`src/design/wbmp_pkg.sv`:
```
// Shared types and constants for the weighted book move picker.
// No dependencies.
package wbmp_pkg;

  localparam int MAX_KEYS_DEF       = 256;
  localparam int MAX_CANDIDATES_DEF = 16;
  localparam int VERTEX_BITS_DEF    = 10;
  localparam int WEIGHT_W           = 14;
  localparam int KEY_W              = 64;

  typedef enum logic [1:0] {
    FUNC_CLEAR = 2'd0,
    FUNC_BEGIN = 2'd1,
    FUNC_ADD   = 2'd2,
    FUNC_PROBE = 2'd3
  } func_t;

  typedef struct packed {
    logic [1:0]          func;
    logic [KEY_W-1:0]    position_key;
    logic                eligible;
    logic [9:0]          cand_vertex;
    logic [WEIGHT_W-1:0] cand_weight;
    logic [KEY_W-1:0]    random_value;
  } in_item_t;

  typedef struct packed {
    logic [9:0] move_vertex;
    logic       no_move;
    logic       dropped;
  } out_item_t;

endpackage

```
`src/design/wbmp_fifo.sv`:
```
// Two-entry queue between the front and back parts.
// Depends on wbmp_pkg.
module wbmp_fifo (
  input  logic               clk,
  input  logic               rst_n,
  input  logic               wr_en,
  input  wbmp_pkg::in_item_t wr_data,
  output logic               full,
  input  logic               rd_en,
  output wbmp_pkg::in_item_t rd_data,
  output logic               empty
);
  wbmp_pkg::in_item_t slot_r [2];
  logic       wp_r, rp_r;
  logic [1:0] cnt_r;

  assign full    = (cnt_r == 2'd2);
  assign empty   = (cnt_r == 2'd0);
  assign rd_data = slot_r[rp_r];

  // advance pointers and count
  always_ff @(posedge clk) begin
    if (!rst_n) begin
      wp_r  <= 1'b0;
      rp_r  <= 1'b0;
      cnt_r <= 2'd0;
    end else begin
      if (wr_en) wp_r <= ~wp_r;
      if (rd_en) rp_r <= ~rp_r;
      cnt_r <= cnt_r + {1'b0, wr_en} - {1'b0, rd_en};
    end
  end

  // hold payload
  always_ff @(posedge clk) begin
    if (wr_en) slot_r[wp_r] <= wr_data;
  end
endmodule

```
`config.mk`:
```
export PLATFORM = sky130hd
export DESIGN_NAME = wbmp_fifo
export DESIGN_NICKNAME = d
export VERILOG_FILES = /design/src/design/wbmp_pkg.sv /design/src/design/wbmp_fifo.sv
export SDC_FILE = /design/constraint.sdc
export NUM_CORES = 1
export LEC_CHECK = 0
export BUFFER_PORTS_ARGS = -buffer_cell sky130_fd_sc_hd__buf_2
export CORE_ASPECT_RATIO = 1.75
export CORE_MARGIN = 1
export CORE_UTILIZATION = 52
export DETAILED_ROUTE_END_ITERATION = 7
export GPL_TIMING_DRIVEN = 0
export PLACE_DENSITY = 0.79
export SETUP_SLACK_MARGIN = 0.4
export SYNTH_ARGS = -nofsm -noshare
export SYNTH_HDL_FRONTEND = slang
export SYNTH_SLANG_ARGS = --single-unit
export TNS_END_PERCENT = 10
```
`constraint.sdc`:
```
create_clock -name clk -period 9.6 [get_ports clk]
set_input_delay 1.44 -clock clk [delete_from_list [all_inputs] [get_ports clk]]
set_output_delay 1.44 -clock clk [all_outputs]
set_load 0.01 [all_outputs]
```
# Yosys cells after proc, flatten, opt, wreduce, memory -nomap -nowiden
# Memory sizes are Yosys's and may differ from the RTL's. A register that Yosys moved wholly into a read port is not among the register bits.
# Cells that the tools add are included.
[word_totals]
in_bits = 159
n_memories = 1
ramBits = 310
register_bits = 4
output_inout_bits = 157
word_cells = 14
[memory_table]
columns = ["memory", "depth", "width", "rd", "rd_clocked_by_memory_dff", "wr", "line", "text"]
rows = [
  ["slot_r", 2, 155, 1, 1, 1, "wbmp_fifo.sv:13", "wbmp_pkg::in_item_t slot_r [2];"],
]
[op_classes]
addsub = 2
bitwise = 2
n_mux = 4
n_reduce_logical = 1
n_eq_ne = 1
[ops]
columns = ["cell", "n"]
rows = [
  ["$mux 1", 4],
  ["$add 2x1->2", 1],
  ["$eq 2x2->1 const B", 1],
  ["$logic_not 2->1", 1],
  ["$not 1->1", 2],
  ["$sub 2x1->2", 1],
]

# Logic depth before layout (Yosys ltp)
# Gate-level depths: netlist of run 1.
[depth]
depth_word = 3
mapped_depth = 6
mapped_depth_nobuf = 6

# Worst setup path after synthesis of run 1
# OpenSTA, ideal clock, no wires.
[synth_timing]
path_type = "in2reg"
startpoint = "in wr_en"
endpoint = "mem slot_r[0][0] in the netlist's numbering (enable)"
setup_time_ps = 690
n_path_buf = 0
path_stages = 1
t_arrival_ps = 8172
required_time_ps = 8910
slack_ps = 738
cell_sequence = "nor2b_1"
[synth_via]
elab_chain_len = 2
[synth_rtl]
columns = ["item", "line", "text"]
rows = [
  ["start: declaration", "wbmp_fifo.sv:6", "input logic wr_en,"],
  ["$mux 1", "wbmp_fifo.sv:36", "if (wr_en) slot_r[wp_r] <= wr_data;"],
  ["$mux 1 (not written as such)", "wbmp_fifo.sv:36", ""],
  ["end: declaration", "wbmp_fifo.sv:13", ""],
]
# Every way passes these cells.

==> impl_metrics.toml, run 1 <==
[setup_path]
crit_required_ns = 8.16
cp_max_fo = 10
timing.rr.start = "wp_r$_SDFFE_PN0P_"
cp-end-kind = "output pin"
start_kind = "register"
critical_path.max_stage_delay_ns = 0.37
slowest_stage = "mux2_2"
worstReg2RegEnd = "slot_r[1][60]$_DFFE_PP_"
cpLargestDelayFamily = "buffers and inverters"
worstSetupPathType = "reg2out"
cp_cell_sequence = "buf_6 -> clkbuf_8 -> mux2_2 -> buf_2"
reg2reg_setup_slack_ns = 7.52
arrival_ns = 1.81
crit_buf_inv = 3
ff2ff_path_depth = 3

[global_route]
antenna_found_initial = 3
grt.met2_usage = 0.396
track_usage = 0.199
grt_use_met1 = 0.192
grt_max_degree = 57
grt-busiest-layer = "met2"
grt_pass1_wl_mm = 33.4
gr-usage-met3 = 0.0390
grt_overflow = 0
grt_pass1_vias = 6322

[clock_tree]
ctsHtreeMaxLevel = 1
clk_pin_slew_worst_paths_ns = 0.06
clockBufferDepth = 3
clk_latency_ns = 0.52
post_cts_resized = 0
clockRootBuffer = "clkbuf_16"
numCtsBuffers = 27
postCtsHoldBufs = 0
cts_sinks = 315
postCtsSetupBuffers = 0
cts_tree = "yes"

[route]
ant_nets = 0
drc_errors = 0
vias_per_cell = 5.06
post_drt_wl_per_cell_um = 19.7
wl_mm = 23.1
first_iter_violations = 315
dr_total_vias = 5924
drt_first_pass_iters = 4

[die]
fp.dieH_um = 199
io_pins = 316
initial_core_util = 0.533
die_x_um = 114
fp.dieArea_um2 = 22700
core_area_um2 = 21600
rows = 71

[logic_synthesis]
synth_warnings = 0
syn_area_per_cell_um2 = 22.9
synth-seq-cells = 315
netlist_instances = 503
ys_seq_area_frac = 0.818
syn_nets = 664
synth_area_um2 = 11500
synthDistinctLibCells = 13

[power_and_ir_drop]
p_total_mw = 3.13
p_leak_nw = 5.50
ir_drop_v = 0.000201
power.density_nw_per_um2 = 215

[place]
dp_worst_setup_slack_ns = 6.34
portBuffers = 315
hpwl_mm = 16.3
dpl-instance-area_um2 = 13600
place_congestion = 0.762

[run_status]
status = "finished, final reports clean"

[finish]
syn2layout_area_growth_pct = 27.0
post-route-util = 0.676
nets = 1015
fillCellCount = 1482
final_area_um2 = 14600
drive_gt1_frac = 0.614

[worst_hold_path]
hp-class = "reg2reg"
worst_hold_path.num_cells = 2
min_from = "rp_r$_SDFFE_PN0P_"

[sta]
period_share = 0.338
drv_slew = 0
rsz0062_at_grt = "false"
clock_skew_ns = 0.0153
max_freq_ghz = 0.308
finalWorstSetupSlack_ns = 6.35
post-route-min-period_ns = 3.25
setup_violations = 0
hold_violations = 0
slew-limit-headroom = 0.550
hold_ws_ns = 0.581
tightest_slew_ns = 0.676

[job]
maxCapViolCount = 0
-- synth_stat cells --
cell	count	area, um^2
o21a_1	1	7.51
clkbuf_8	12	165
xnor3_1	1	22.5
inv_1	2	7.51
buf_6	5	56.3
dfxtp_1	5	100
nor2b_1	4	25.0
edfxtp_1	310	9310
xor2_1	1	8.76
mux2_2	155	1750
and2_1	4	25.0
nor2_1	1	3.75
ha_1	2	25.0
-- per-stage QoR --
stage | TNS (ns) | std cells
2_1_floorplan | 0 | 503
3_5_place_dp | 0 | 1117
5_1_grt | 0 | 1169
3_3_place_gp | -500.58 | 1110
4_1_cts | 0 | 1166
6_report | 0 | 1171
-- area by class of cell --
type / instances / area [um^2] / share of cell area
sequential: 315 / 9410 / 0.644
inverter: 2 / 7.51 / 0.000514
clock buffer: 30 / 687 / 0.0470
multi-input combinational: 169 / 1870 / 0.128
antenna: 5 / 12.5 / 0.000857
clock inverter: 19 / 295 / 0.0202
buffer: 17 / 221 / 0.0152
timing repair buffer: 322 / 1730 / 0.119
tap: 292 / 365 / 0.0250
-- routing by layer --
metal	up-vias	share of wire	routed length, um
met1	2959	0.33	7540
met2	220	0.59	13600
li1	2701	-	-
met3	44	0.054	1250
met5	-	0	0
met4	0	0.030	703
-- placed cells by master (no fill, tap or decap) --
master and n:
inv_6 1, diode_2 5, xor2_1 1, clkinv_1 5, dfxtp_1 5, buf_6 5, clkbuf_1 3, clkbuf_8 12
clkinvlp_4 1, inv_1 2, o21a_1 1, mux2_2 155, xnor3_1 1, nor2b_1 3, edfxtp_1 310, buf_16 2
and2_1 3, clkbuf_16 27, buf_2 315, nor2b_4 1, and2_4 1, clkinv_2 4, ha_1 2, nor2_1 1
buf_12 5, bufinv_16 8
-- how the worst max path moves through the flow --
stage | end | slack [ns] | cells past startpoint | from
after floorplan | slot_r[0][0]$_DFFE_PP_ | 0.74 | 1 | wr_en
after global placement | wp_r$_SDFFE_PN0P_ | -3.24 | 3 | wr_en
after detailed placement | slot_r[1][58]$_DFFE_PP_ | 6.34 | 4 | wr_en
after CTS | rd_data[50] | 6.32 | 4 | register
after global routing | rd_data[50] | 6.28 | 4 | register
final | rd_data[50] | 6.35 | 4 | register
-- logic make-up (layout without fill, tap and decap cells) --
logic type                 count (synthesis)  after routing  synth area share
other                                      0              5                 0
buffers and inverters                     19            390            0.0199
adders and majority gates                  2              2           0.00218
and+or+nand+nor                            9              9           0.00468
DFF                                      315            315             0.818
muxes                                    155            155             0.152
AOI/OAI and AO/OA                          1              1          0.000653
xor gates and xnor gates                   2              2           0.00272
-- report_power, final --
part	switching (mW)	leakage (nW)	internal (mW)
combinational	0.172	2.07	0.165
clock	0.459	0.478	0.730
sequential	0.0170	2.95	1.59
total	0.648	5.50	2.48
-- state kept, by name, summed over array words and instances (netlist names), named ones only --
signal,cells
rp_r,1
cnt_r,2
slot_r,310
wp_r,1
-- worst min-delay path: stages, from the launching register on --
cell     delay [ns]
dfxtp_1        0.32
xor2_1         0.07
and2_1         0.15
Note: power is estimated with default switching activity, not from simulation.
==> run 2, diff against run 1 <==
--- a/config.mk
+++ b/config.mk
@@ -8,10 +8,10 @@
 export BUFFER_PORTS_ARGS = -buffer_cell sky130_fd_sc_hd__buf_2
 export CORE_ASPECT_RATIO = 1.75
 export CORE_MARGIN = 1
-export CORE_UTILIZATION = 52
+export CORE_UTILIZATION = 47
 export DETAILED_ROUTE_END_ITERATION = 7
 export GPL_TIMING_DRIVEN = 0
-export PLACE_DENSITY = 0.79
+export PLACE_DENSITY = 0.76
 export SETUP_SLACK_MARGIN = 0.4
 export SYNTH_ARGS = -nofsm -noshare
 export SYNTH_HDL_FRONTEND = slang
==> constraint.sdc (replaced) <==
create_clock -name clk -period 2.8 [get_ports clk]
set_input_delay 0.42 -clock clk [delete_from_list [all_inputs] [get_ports clk]]
set_output_delay 0.42 -clock clk [all_outputs]
set_load 0.01 [all_outputs]
==> impl_metrics.toml, run 2 (synthesis results as in run 1) <==
[power_and_ir_drop]
internal_power_mw = 8.66
clockPowerShare = 0.394
p_leak_nw = 5.54
p_switching_mw = 2.32
combPwrFrac = 0.105
pwr-share-seq = 0.502
ir_drop_v = 0.000587
power.density_nw_per_um2 = 746
switching_share = 0.211

[finish]
syn2layout_area_growth_pct = 28.0
top_register = "slot_r"
top_regs = "slot_r (310), cnt_r (2)"
nets = 1016
largest_register_ffs = 310
layout_common_cells = "315 x buf_2, 310 x edfxtp_1, 155 x mux2_2"
post-route-util = 0.613
final_common_cell = "buf_2"
drive_gt1_frac = 0.618

[clock_tree]
postCtsHoldBufs = 0
clockRootBuffer = "clkbuf_16"
postCtsSetupBuffers = 0
clockBufferDepth = 3
cts_sinks = 315
ctsHtreeMaxLevel = 1
cts_tree = "yes"
clk_pin_slew_worst_paths_ns = 0.07
numCtsBuffers = 28
post_cts_resized = 0
clk_latency_ns = 0.54

[route]
post_drt_wl_per_cell_um = 19.3
drt_first_pass_iters = 5
wl_mm = 23.1
first_iter_violations = 307
drc_errors = 0
ant_nets = 0
dr_total_vias = 5917
vias_per_cell = 4.95

[sta]
post-route-min-period_ns = 2.24
setup_violations = 0
hold_violations = 0
drv_slew = 0
rsz0062_at_grt = "false"
slew-limit-headroom = 0.622
clock_skew_ns = 0.0148
finalWorstSetupSlack_ns = 0.558
max_freq_ghz = 0.446
tightest_slew_ns = 0.565
period_share = 0.801

[setup_path]
crit_required_ns = 2.38
ff2ff_path_depth = 4
worstSetupPathType = "reg2out"
start_kind = "register"
cp-end-kind = "output pin"
cp_max_fo = 10
arrival_ns = 1.82

[global_route]
track_usage = 0.179
grt_pass1_vias = 6390
antenna_found_initial = 13
grt_pass1_wl_mm = 33.8
grt_max_degree = 67
grt_overflow = 0

[place]
portBuffers = 315
hpwl_mm = 16.3
dp_worst_setup_slack_ns = 0.645
place_congestion = 0.752

[die]
initial_core_util = 0.479
rows = 75
die_x_um = 120
io_pins = 316
fp.dieH_um = 209
fp.dieArea_um2 = 25100
core_area_um2 = 24000

[worst_hold_path]
worst_hold_path.num_cells = 1
hp-class = "in2reg"

[run_status]
status = "finished, final reports clean"

[job]
maxCapViolCount = 0
## run 2: cell types whose count changed in the layout (fill, tap and decap cells not counted), sizes merged
cell      delta
diode        +6
clkinvlp     +1
inv          +2
## run 2: critical path, stage by stage, from the launching register on
cell and delay (ns):
dfxtp_1 0.36, buf_6 0.21, clkbuf_8 0.21, mux2_2 0.35, buf_2 0.16
## run 2: routing by layer
metal	vias to the layer above	GRT usage	share of wire	wire (um)
met5	-	0	0.0020	47
met4	6	0.102	0.048	1110
met3	67	0.0431	0.065	1490
met2	206	0.345	0.57	13200
met1	2917	0.166	0.31	7250
li1	2721	-	-	-
## run 2: cell type report
class	count	area [um^2]
diodes	11	27.5
plain buffers	17	221
clock buffers	30	729
clock inverters	22	332
fillers	1805	9310
inverters	2	7.51
multi-input cells	169	1870
flip-flops and latches	315	9410
well taps	308	385
repair buffers	322	1730
## run 2: power by group through the flow
stage          registers, mW  logic [mW]  clock network [mW]
2_1_floorplan           5.61       0.640                   0
3_3_place_gp            5.62        1.11                   0
3_5_place_dp            5.61        1.16                   0
4_1_cts                 5.51        1.17                4.41
5_1_grt                 5.52        1.23                4.56
6_report                5.50        1.15                4.32
## run 2: final timing paths
check	start	end	slack [ns]
hold reg to reg	rp_r$_SDFFE_PN0P_	rp_r$_SDFFE_PN0P_	0.59
hold / removal	wr_data[0]	slot_r[0][0]$_DFFE_PP_	0.07
setup / recovery	register	rd_data[83]	0.56
setup reg to reg	wp_r$_SDFFE_PN0P_	slot_r[0][56]$_DFFE_PP_	0.95
## run 2: through the flow
step           instances  setup TNS (ns)  power [mW]  hold WS, ns  instance area [um^2]
5_1_grt             1195               0        11.3       0.0418                 14700
2_1_floorplan        503          -60.61        6.25        0.519                 11500
4_1_cts             1185               0        11.1       0.0369                 14700
3_3_place_gp        1126         -448.62        6.72        0.567                 13500
3_5_place_dp        1133               0        6.77        0.575                 13600
6_report            1196               0        11.0       0.0660                 14700
==> run 3, diff against run 2 <==
==> constraint.sdc (replaced) <==
create_clock -name clk -period 1.95 [get_ports clk]
set_input_delay 0.2925 -clock clk [delete_from_list [all_inputs] [get_ports clk]]
set_output_delay 0.2925 -clock clk [all_outputs]
set_load 0.01 [all_outputs]
==> impl_metrics.toml, run 3 (synthesis results as in run 1) <==
[clock_tree]
numCtsBuffers = 28
ctsHtreeMaxLevel = 1
clockBufferDepth = 3
cts_sinks = 315
clk_latency_ns = 0.54
cts_tree = "yes"
clockRootBuffer = "clkbuf_16"
clk_pin_slew_worst_paths_ns = 0.07

[setup_path]
slowest_stage = "dfxtp_4"
worstSetupPathType = "reg2out"
arrival_ns = 1.78
start_kind = "register"
crit_required_ns = 1.66
critical_path.max_stage_delay_ns = 0.39
cp_cell_sequence = "buf_8 -> buf_8 -> mux2_2 -> buf_2"
cp-end-kind = "output pin"
crit_buf_inv = 3
cpMostUsedCell = "buf_8"
cp_max_fo = 10
cpLargestDelayFamily = "buffers and inverters"

[sta]
max_freq_ghz = 0.482
fin_setup_tns_ns = -11.49
rsz0062_at_grt = "true"
period_share = 1.06
finalWorstSetupSlack_ns = -0.123
clock_skew_ns = 0.0126
tightest_slew_ns = 0.572
hold_violations = 0
slew-limit-headroom = 0.618
post-route-min-period_ns = 2.07
setup_violations = 155
drv_slew = 0

[route]
vias_per_cell = 4.94
ant_nets = 0
drt_first_pass_iters = 7
dr_total_vias = 6666
wl_mm = 27.9
post_drt_wl_per_cell_um = 20.7
drc_errors = 0
first_iter_violations = 478

[global_route]
antenna_found_initial = 5
grt_pass1_vias = 7294
grt_overflow = 0
track_usage = 0.209
grt_max_degree = 67
grt_pass1_wl_mm = 39.6

[die]
initial_core_util = 0.479
die_x_um = 120
fp.dieH_um = 209
core_area_um2 = 24000
rows = 75
fp.dieArea_um2 = 25100
io_pins = 316

[power_and_ir_drop]
ir_drop_v = 0.000868
p_leak_nw = 6.45
power.density_nw_per_um2 = 976

[finish]
regArea_um2 = 9420
top_regs = "slot_r (310), cnt_r (2)"
post-route-util = 0.699
nets = 1175
multi_input_area_um2 = 1990
top_register = "slot_r"
layout_common_cells = "310 x edfxtp_1, 271 x buf_2, 156 x dlygate4sd3_1"
syn2layout_area_growth_pct = 46.1
stdcell_count = 1349
largest_register_ffs = 310
fillCellCount = 1478
drive_gt1_frac = 0.528
final_common_cell = "edfxtp_1"

[place]
hpwl_mm = 16.3
portBuffers = 315
place_congestion = 0.752
dp.cells = 1133

[job]
maxCapViolCount = 0

[worst_hold_path]
hp-class = "in2reg"

[run_status]
violations = "negative setup slack"
status = "complete, but fails checks"
==> run 3: per-layer routing <==
metal / global-route usage / wire, um
met1: 0.203 / 9050
met2: 0.405 / 15900
met3: 0.0374 / 1490
met4: 0.112 / 1480
met5: 0 / 0
==> run 3: cell type report <==
| cell class | count | area share |
|---|---|---|
| Antenna cell | 5 | 0.000745 |
| Buffer | 17 | 0.0176 |
| Clock buffer | 30 | 0.0434 |
| Clock inverter | 22 | 0.0197 |
| Inverter | 2 | 0.000447 |
| Multi-Input combinational cell | 169 | 0.118 |
| Sequential cell | 315 | 0.560 |
| Tap cell | 308 | 0.0229 |
| Timing Repair Buffer | 481 | 0.216 |
==> run 3: path summary, 6_finish.rpt <==
check / from / end / slack [ns] / cells past startpoint
max: register / rd_data[125] / -0.12 / 4
min: rd_en / rp_r$_SDFFE_PN0P_ / 0.11 / 3
max reg2reg: wp_r$_SDFFE_PN0P_ / slot_r[0][56]$_DFFE_PP_ / 0.08 / 4
min reg2reg: rp_r$_SDFFE_PN0P_ / rp_r$_SDFFE_PN0P_ / 0.59 / 2
==> run 3: worst reg2reg max path, stage by stage (launching register included) <==
cell	delay, ns
dfxtp_4	0.36
nor2b_4	0.47
buf_12	0.31
buf_16	0.22
buf_16	0.22
==> run 3: metrics by stage <==
step / hold WS, ns / power [mW] / cell area (um^2) / setup slack (ns)
after CTS: 0.0815 / 16.2 / 16300 / -0.143
after global routing: 0.113 / 16.9 / 16800 / -0.179
after floorplan: 0.391 / 8.97 / 11500 / -1.11
final: 0.109 / 16.4 / 16800 / -0.123
after global placement: 0.479 / 9.66 / 13500 / -2.50
after detailed placement: 0.483 / 9.72 / 13600 / -0.0780
==> run 3: report_power, final <==
part | switching [mW] | internal (mW)
combinational | 0.994 | 1.22
clock | 2.46 | 3.80
sequential | 0.0966 | 7.83
total | 3.55 | 12.8
==> run 3: timing repair <==
item                                    CTS  global route
endpoints found under the setup margin  367           367
cloned                                    0             2
resized for setup                        14            89
endpoints found under the hold margin   311             0
hold buffers                            156             0
setup buffers                             1             0
